===== config.mk =====
export PLATFORM = sky130hd
export DESIGN_NAME = ack_vector_rle_encoder
export DESIGN_NICKNAME = d
export VERILOG_FILES = /design/src/rtl/avre_pkg.sv /design/src/rtl/ack_vector_rle_encoder.sv
export SDC_FILE = /design/constraint.sdc
export NUM_CORES = 1
export LEC_CHECK = 0
export CAP_MARGIN = 20
export CORE_ASPECT_RATIO = 0.8
export CORE_MARGIN = 1.5
export CORE_UTILIZATION = 60
export CTS_CLUSTER_SIZE = 28
export DETAILED_ROUTE_END_ITERATION = 7
export DONT_BUFFER_PORTS = 1
export PLACE_DENSITY = 0.76
export SKIP_CTS_REPAIR_TIMING = 1
export SYNTH_ARGS = -nofsm -noshare
export SYNTH_HDL_FRONTEND = slang
export SYNTH_SLANG_ARGS = --single-unit

===== constraint.sdc =====
create_clock -name clk_i -period 5.9 [get_ports clk_i]
set_input_delay 1.18 -clock clk_i [delete_from_list [all_inputs] [get_ports clk_i]]
set_output_delay 1.18 -clock clk_i [all_outputs]
set_load 0.01 [all_outputs]

===== src/rtl/avre_pkg.sv =====
// Shared types and constants of the acknowledgement vector run-length encoder.
package avre_pkg;

  // Operation codes carried in the input tuser
  typedef enum logic [1:0] {
    OP_START = 2'd0,
    OP_ADD   = 2'd1,
    OP_FINAL = 2'd2
  } op_e;

  // Configuration register indexes
  typedef enum logic {
    CFG_MAX_BYTES = 1'b0,
    CFG_NR_CODE   = 1'b1
  } cfg_idx_e;

  localparam int unsigned SeqW     = 64;
  localparam int unsigned LenW     = 7;
  localparam int unsigned InDataW  = 136;
  localparam int unsigned OutDataW = 24;

  localparam logic [LenW-1:0] VectorLimit   = 7'd127;
  localparam logic [LenW-1:0] MaxBytesReset = 7'd127;
  localparam logic [1:0]      NrCodeReset   = 2'd3;
  localparam logic [5:0]      RunFull       = 6'h3F;

  // One input item as unpacked from the stream
  typedef struct packed {
    logic [1:0]      operation;
    logic [SeqW-1:0] received_mark;
    logic [SeqW-1:0] first_received_mark;
    logic            start_parity;
    logic [1:0]      packet_state;
    logic            packet_parity;
  } in_t;

  // One result item
  typedef struct packed {
    logic            finished;
    logic            byte_write;
    logic            accepted;
    logic [LenW-1:0] vector_length;
    logic            final_parity;
    logic [7:0]      byte_value;
    logic [LenW-1:0] byte_index;
  } res_t;

endpackage


===== src/rtl/ack_vector_rle_encoder.sv =====
// Top level of the acknowledgement vector run-length encoder.
//
//  channel  | direction | tdata (low bit first)                        | tuser
//  ---------+-----------+----------------------------------------------+---------------------
//  s_axis   | in        | received_mark, first_received_mark,          | operation
//           |           | start_parity, packet_state, packet_parity    |
//  m_axis   | out       | byte_index, byte_value, final_parity,        | accepted, byte_write,
//           |           | vector_length                                | finished
//  cfg      | in        | cfg_addr_i selects register, cfg_wdata_i     | -
//
// One item per clock while m_axis takes the results; an item is registered in
// the input register and then in the result register that drives m_axis.
// The encoder state updates in the same cycle the item moves into the
// result register, so consecutive items see each other's effects at once.
// The 64-bit sequence increment and compare set the critical path.
// Reset clears the encoder state and valid flags and sets the configuration to 127 bytes and code 3.
// A stall on m_axis holds the result; the input register still fills,
// then s_axis_tready drops until the result is taken.
module ack_vector_rle_encoder (
  input  logic         clk_i,
  input  logic         rst_ni,
  // slave stream
  input  logic         s_axis_tvalid,
  output logic         s_axis_tready,
  // tdata: received_mark[63:0], first_received_mark[127:64], start_parity[128],
  //        packet_state[130:129], packet_parity[131], zero pad[135:132]
  input  logic [avre_pkg::InDataW-1:0]  s_axis_tdata,
  // tuser: operation[1:0]
  input  logic [1:0]   s_axis_tuser,
  // master stream
  output logic         m_axis_tvalid,
  input  logic         m_axis_tready,
  // tdata: byte_index[6:0], byte_value[14:7], final_parity[15],
  //        vector_length[22:16], zero pad[23]
  output logic [avre_pkg::OutDataW-1:0] m_axis_tdata,
  // tuser: accepted[0], byte_write[1], finished[2]
  output logic [2:0]   m_axis_tuser,
  // configuration write port
  input  logic         cfg_we_i,
  input  logic         cfg_addr_i,
  input  logic [6:0]   cfg_wdata_i
);
  import avre_pkg::*;

  // configuration
  logic [LenW-1:0] max_bytes_q;
  logic [1:0]      nr_code_q;

  // input register
  logic in_valid_q;
  in_t  in_q;

  // result register
  logic out_valid_q;
  res_t res_q, res_d;

  // encoder state
  logic [SeqW-1:0] cur_seq_q, cur_seq_d;
  logic [SeqW-1:0] rx_limit_q, rx_limit_d;
  logic [SeqW-1:0] first_rx_q, first_rx_d;
  logic [7:0]      run_byte_q, run_byte_d;
  logic [LenW-1:0] filled_q, filled_d;
  logic [1:0]      last_state_q, last_state_d;
  logic            parity_q, parity_d;

  logic            advance;
  logic [SeqW-1:0] seq_inc;
  logic [LenW-1:0] byte_lim;
  logic            need_new;

  // Move the held item into the result register whenever that slot frees up
  assign advance       = in_valid_q && (!out_valid_q || m_axis_tready);
  assign s_axis_tready = !in_valid_q || advance;

  always_ff @(posedge clk_i or negedge rst_ni) begin
    if (!rst_ni) begin
      max_bytes_q <= MaxBytesReset;
      nr_code_q   <= NrCodeReset;
    end else if (cfg_we_i) begin
      case (cfg_addr_i)
        CFG_MAX_BYTES: max_bytes_q <= cfg_wdata_i;
        CFG_NR_CODE:   nr_code_q   <= cfg_wdata_i[1:0];
        default: ;
      endcase
    end
  end

  always_ff @(posedge clk_i or negedge rst_ni) begin
    if (!rst_ni) begin
      in_valid_q <= 1'b0;
    end else if (s_axis_tready) begin
      in_valid_q <= s_axis_tvalid;
    end
  end

  // Payload capture: unpack tdata into the item fields
  always_ff @(posedge clk_i) begin
    if (s_axis_tvalid && s_axis_tready) begin
      in_q.operation           <= s_axis_tuser;
      in_q.received_mark       <= s_axis_tdata[63:0];
      in_q.first_received_mark <= s_axis_tdata[127:64];
      in_q.start_parity        <= s_axis_tdata[128];
      in_q.packet_state        <= s_axis_tdata[130:129];
      in_q.packet_parity       <= s_axis_tdata[131];
    end
  end

  // Effective byte limit is the register clamped to the vector size
  assign byte_lim = (max_bytes_q > VectorLimit) ? VectorLimit : max_bytes_q;
  assign seq_inc  = cur_seq_q + 64'd1;
  // A fresh byte is needed when the state changes or the run is saturated
  assign need_new = (last_state_q != in_q.packet_state) || (run_byte_q[5:0] == RunFull);

  always_comb begin
    cur_seq_d    = cur_seq_q;
    rx_limit_d   = rx_limit_q;
    first_rx_d   = first_rx_q;
    run_byte_d   = run_byte_q;
    filled_d     = filled_q;
    last_state_d = last_state_q;
    parity_d     = parity_q;
    res_d        = '0;

    case (in_q.operation)
      OP_START: begin
        rx_limit_d     = in_q.received_mark;
        first_rx_d     = in_q.first_received_mark;
        cur_seq_d      = in_q.first_received_mark;
        parity_d       = in_q.start_parity;
        filled_d       = '0;
        run_byte_d     = '0;
        last_state_d   = '0;
        res_d.accepted = 1'b1;
      end
      OP_ADD: begin
        // The sequence number advances even when the add is refused
        cur_seq_d = seq_inc;
        if (seq_inc < rx_limit_q) begin
          if (filled_q == '0) begin
            if (byte_lim != '0) begin
              run_byte_d       = {in_q.packet_state, 6'd1};
              filled_d         = 7'd1;
              res_d.accepted   = 1'b1;
              res_d.byte_index = '0;
            end
          end else if (need_new) begin
            if (filled_q < byte_lim) begin
              run_byte_d       = {in_q.packet_state, 6'd1};
              filled_d         = filled_q + 7'd1;
              res_d.accepted   = 1'b1;
              res_d.byte_index = filled_q;
            end
          end else begin
            run_byte_d       = {run_byte_q[7:6], run_byte_q[5:0] + 6'd1};
            res_d.accepted   = 1'b1;
            res_d.byte_index = filled_q - 7'd1;
          end
          if (res_d.accepted) begin
            last_state_d     = in_q.packet_state;
            if (in_q.packet_state != nr_code_q) begin
              parity_d = parity_q ^ in_q.packet_parity;
            end
            res_d.byte_write = 1'b1;
            res_d.byte_value = run_byte_d;
          end
        end
      end
      OP_FINAL: begin
        res_d.accepted     = 1'b1;
        res_d.finished     = 1'b1;
        res_d.final_parity = parity_q;
        // Nothing worth sending: empty, equal marks, or a lone not-received run
        if ((filled_q == '0) || (first_rx_q == rx_limit_q) ||
            ((filled_q == 7'd1) && (last_state_q == nr_code_q))) begin
          res_d.vector_length = '0;
        end else begin
          res_d.vector_length = filled_q;
        end
      end
      default: ;
    endcase
  end

  always_ff @(posedge clk_i or negedge rst_ni) begin
    if (!rst_ni) begin
      cur_seq_q    <= '0;
      rx_limit_q   <= '0;
      first_rx_q   <= '0;
      run_byte_q   <= '0;
      filled_q     <= '0;
      last_state_q <= '0;
      parity_q     <= 1'b0;
      out_valid_q  <= 1'b0;
    end else begin
      if (advance) begin
        cur_seq_q    <= cur_seq_d;
        rx_limit_q   <= rx_limit_d;
        first_rx_q   <= first_rx_d;
        run_byte_q   <= run_byte_d;
        filled_q     <= filled_d;
        last_state_q <= last_state_d;
        parity_q     <= parity_d;
        out_valid_q  <= 1'b1;
      end else if (m_axis_tready) begin
        out_valid_q  <= 1'b0;
      end
    end
  end

  always_ff @(posedge clk_i) begin
    if (advance) begin
      res_q <= res_d;
    end
  end

  assign m_axis_tvalid = out_valid_q;
  assign m_axis_tdata  = {1'b0, res_q.vector_length, res_q.final_parity,
                          res_q.byte_value, res_q.byte_index};
  assign m_axis_tuser  = {res_q.finished, res_q.byte_write, res_q.accepted};

endmodule


# After elaboration in Yosys (flattened, before gate mapping)
# Cells that the tools add are included.
# op_classes
mul	0
n_addsub	4
div_mod_pow	0
magnitude_cmp	3
bitwise_logic	5
n_mux	35
n_reduce_logical	28
n_shift	0
n_eq_ne	14
# op_table
operator	count
$pmux 64 s2	1
$add 64x1->64 const B	1
$eq 64x64->1	1
$lt 64x64->1	1
$mux 7	8
$mux 8	5
$pmux 8 s2	1
$mux 1	14
$pmux 7 s2	1
$reduce_and 2->1	5
$ne 3x3->1 const B	3
$add 7x1->7 const B	1
$eq 7x1->1 const B	1
$gt 7x7->1 const B	1
$logic_not 7->1	1
$lt 7x7->1	1
$reduce_bool 7->1	1
$sub 7x1->7 const B	1
$add 6x1->6 const B	1
$eq 6x6->1 const B	1
$reduce_and 3->1	2
$reduce_and 6->1	1
$logic_or 1x1->1	5
$reduce_and 5->1	1
other kinds (18)	30
# totals
latchBits	0
in_bits	151
ff_bits	381
n_memories	0
mem_bits_ro	0
word_cells	113
ram_bits	0

# Longest topological paths before layout
# logic_depth
depth_word	11
mapped_depth	19
depth_no_buf	17

# Worst setup path before layout
# No wires, ideal clock.
# synth_path
kind	input to register
startpoint	input port m_axis_tready
endpoint	register in_q[0] in the netlist's numbering (enable)
stages	2
required_time_ps	5391
setup_slack_ps	914
arrival_ps	4477
path_buffers	0
cell_sequence	nand3b_1 > and2_1
# synth_via
elab_chain_cells	4
# synth_lines
item	line_no	rtl
start, declared	ack_vector_rle_encoder.sv:32	input logic m_axis_tready,
$logic_or 1x1->1	ack_vector_rle_encoder.sv:72	assign advance = in_valid_q && (!out_valid_q || m_axis_tready);
$logic_and 1x1->1	ack_vector_rle_encoder.sv:72	
$logic_or 1x1->1	ack_vector_rle_encoder.sv:73	assign s_axis_tready = !in_valid_q || advance;
$logic_and 1x1->1	ack_vector_rle_encoder.sv:98	if (s_axis_tvalid && s_axis_tready) begin
end, declared	ack_vector_rle_encoder.sv:51	in_t in_q;
# Every way passes these cells.
# A chain may end at the register's enable or synchronous reset.

# Worst setup path in the final report
# layout_path
startpoint	register cur_seq_q[39]
endpoint	register filled_q[0]
# layout_via
elab_chain_cells	4
# layout_lines
item	line_no	rtl
start, declared	ack_vector_rle_encoder.sv:58	logic [SeqW-1:0] cur_seq_q, cur_seq_d;
start signal, assigned	ack_vector_rle_encoder.sv:196	cur_seq_q <= cur_seq_d;
$add 64x1->64	ack_vector_rle_encoder.sv:110	assign seq_inc = cur_seq_q + 64'd1;
$lt 64x64->1	ack_vector_rle_encoder.sv:138	if (seq_inc < rx_limit_q) begin
$ne 2x2->1 (no line)	n/a	
$reduce_and 6->1 (no line)	n/a	
end signal, assigned	ack_vector_rle_encoder.sv:200	filled_q <= filled_d;
end, declared	ack_vector_rle_encoder.sv:62	logic [LenW-1:0] filled_q, filled_d;
# Every way passes these cells.

==> results.py <==
metrics = {
    "pwr": {
        "peakVddDrop_v": 0.000286,
        "power.leakage_nw": 8.21,
        "power.density_nw_per_um2": 394,
        "power_mw": 7.92,
    },
    "global_route": {
        "grt_max_degree": 222,
        "grt_pass1_vias": 12700,
        "grt_pass1_wl_microns": 71200,
        "grt_use_total_pct": 29.2,
        "antenna_found_initial": 2,
        "grt_overflow_total": 0,
    },
    "floorplan": {
        "die_area_sq_um": 31900,
        "placementRows": 57,
        "core_sq_um": 30300,
        "die-width_microns": 199,
        "start_util_pct": 61.0,
        "pin_count": 180,
        "die_h_microns": 160,
    },
    "critical_path": {
        "cp_data_arrival_time_ps": 5680,
        "crit_top_cell": "nand4_1",
        "cp_slowest_cell": "nor4_1",
        "critPathTopFamily": "simple AND/OR/NAND/NOR gates",
        "max_stage_delay_ps": 640,
        "start_kind": "flop",
        "crit_chain": "and3_1 > and3_1 > nand4_1 > nor3_4 > and2_1 > nand3_1 > xnor2_1 > ha_1 > nand4_1 > nor4_1 > nand4_1 > a211o_1 > nor4b_4 > and3_4 > o21ai_2 > a32o_1",
        "end_kind": "flop",
        "cp.required_ps": 6380,
        "path_buf_inv": 0,
        "critPathKind": "reg2reg",
        "cp_max_fo": 15,
    },
    "timing": {
        "period_needed_ps": 5200,
        "worst_pin_slew_ps": 1120,
        "rsz0062_at_grt": "false",
        "timing.fmax_mhz": 192,
        "fin_worst_skew_ps": 18.2,
        "hold_viol": 0,
        "setup_slack_ps": 696,
        "min_period_over_period_pct": 88.2,
        "fin_setup_tns_ps": 0,
        "whs_ps": 323,
        "timing.slew.headroom_pct": 25.2,
        "setup_viol": 0,
        "finalMaxSlewViolations": 0,
    },
    "placed_design": {
        "gp_congestion": 0.878,
        "dpl_cell_area_sq_um": 18800,
        "dp_hpwl_microns": 31500,
        "preCtsSetupSlack_ps": 793,
        "place_inst": 2135,
        "portBuffers": 0,
    },
    "clock_network": {
        "htreeDepth": 2,
        "cts_tree": "built",
        "worstSkewPairLatency_ps": 550,
        "clock_path_buffers": 3,
        "cts.sinks": 381,
        "numCtsBuffers": 38,
        "cts_root_buffer": "clkbuf_16",
        "clkSlewWorstSetupHoldPaths_ps": 70,
    },
    "routing": {
        "vias_per_cell": 6.05,
        "via_count": 13400,
        "drt_iter0_markers": 1394,
        "wl_per_cell_microns": 20.9,
        "drtPass1Iterations": 6,
        "drc": 0,
        "routed_wl_microns": 46200,
        "drtAntennaViolNets": 0,
    },
    "synthesis": {
        "ys_seq_elements": 381,
        "postSynthAreaPerCell_sq_um": 10.3,
        "synth_flop_cell": "dfrtp_1",
        "synth_cell_types": 79,
        "synth_top_area_share_pct": 28.7,
        "syn_inst": 1789,
        "ys_async_sr_fraction_pct": 58.0,
        "synth_edf_count": 160,
        "synth-seq-area-share_pct": 56.0,
        "syn_nets": 2014,
        "yosysTopAreaCell": "dfrtp_1",
        "synth_area_leaders": "dfrtp_1, edfxtp_1, nand2_1, xnor2_1, ha_1",
        "yosysWarnings": 0,
        "synth.cell_area_sq_um": 18500,
    },
    "cells_and_area": {
        "regArea_sq_um": 10300,
        "area_delta_synth_final_pct": 8.75,
        "instances_no_fill": 2209,
        "final_area_sq_um": 20100,
        "multi_input_area_sq_um": 7530,
        "finish.utilization_pct": 66.3,
        "fillers": 2352,
        "final_nets": 1987,
        "drive_gt1_share_pct": 6.64,
    },
    "worst_hold_path": {
        "min-delay-path-class": "in2async",
    },
    "outcome": {
        "status": "finished clean",
    },
    "run": {
        "cap_violations": 0,
    },
}
-- power breakdown --
| part | switching (mW) | internal [mW] | total, mW |
|---|---|---|---|
| Clock | 1.02 | 1.45 | 2.47 |
| Sequential | 0.421 | 3.21 | 3.64 |
| Combinational | 1.08 | 0.726 | 1.81 |
-- cell usage after synthesis, types with 7 or more instances --
cell       instances
a21o_1             7
a21oi_1          126
a2bb2oi_1          7
and2_1            15
and3_1            18
and4_1             7
buf_1              9
buf_2              9
clkbuf_1          58
dfrtp_1          212
dfstp_2            9
edfxtp_1         160
ha_1              74
inv_1             82
mux2i_1           13
nand2_1          370
nand2b_1           8
nand3_1           53
nand4_1           45
nor2_1            77
nor3_1            22
nor4_1            10
o21a_1             7
o21ai_0          108
o22ai_1           40
xnor2_1          112
xor2_1            22
-- worst reg2reg max path: stages (launching register included) --
cell and delay, ps:
dfrtp_1 450, and3_1 260, and3_1 400, nand4_1 300
nor3_4 340, and2_1 400, nand3_1 210, xnor2_1 170
ha_1 320, nand4_1 150, nor4_1 640, nand4_1 220
a211o_1 290, nor4b_4 160, and3_4 260, o21ai_2 370
a32o_1 200
-- cell type report --
type                            instances  share of cell area (%)
Clock inverter                         14                   0.859
Timing Repair Buffer                   13                   0.672
Inverter                               83                    1.55
Multi-Input combinational cell       1245                    37.4
Clock buffer                           56                    5.38
Sequential cell                       381                    51.5
Tap cell                              413                    2.57
Antenna cell                            4                  0.0498
-- registers in the layout, summed over array words and instances (netlist names) --
name	cells
filled_q	7
in_q	134
m_axis_tuser	3
m_axis_tdata	23
m_axis_tvalid	1
cur_seq_q	64
parity_q	1
run_byte_q	8
first_rx_q	64
rx_limit_q	64
max_bytes_q	7
last_state_q	2
in_valid_q	1
nr_code_q	2
-- logic make-up after synthesis --
logic type	after synthesis	share of synthesized area [%]
AO/OA/AOI/OAI	350	11.2
XOR/XNOR	134	6.35
adder cells (fa/ha/maj)	74	5.01
buffers and inverters	163	3.44
flip-flops	381	56.0
multiplexers	18	1.01
other	1	0.0203
AND/OR/NAND/NOR	668	17.0
-- placed cells by master (no fill, tap or decap), types with 14 or more instances in the layout --
cell type  synthesis  routed
xor2_1            22      22
inv_1             82      82
and3_1            18      18
nand3_1           53      53
nor3_1            22      22
dfrtp_1          212     212
o22ai_1           40      40
o21ai_0          108     108
and2_1            15      14
edfxtp_1         160     160
nand2_1          370     369
nor2_1            77      75
clkbuf_16          0      41
ha_1              74      74
a21oi_1          126     126
xnor2_1          112     112
nand4_1           45      45
clkbuf_1          58      15
-- final timing paths --
kind,from,endpoint,slack [ps],cells past startpoint
setup / recovery,cur_seq_q[39],filled_q[0],700,16
hold / removal,rst_ni,cur_seq_q[53],320,0
setup reg to reg,cur_seq_q[39],filled_q[0],700,16
hold reg to reg,in_q[113],rx_limit_q[45],450,2
max in group asynchronous,rst_ni,nr_code_q[1],5220,0
min in group clk_i,in_q[113],rx_limit_q[45],450,2
-- layer usage --
layer	GRT usage, %	up-vias	part of all wire [%]
met3	7.27	76	9.0
met2	42.7	568	44
met4	8.75	0	2.4
met5	0	-	0
met1	43.2	6514	44
li1	-	6209	-
(Power assumes the default switching activity.)
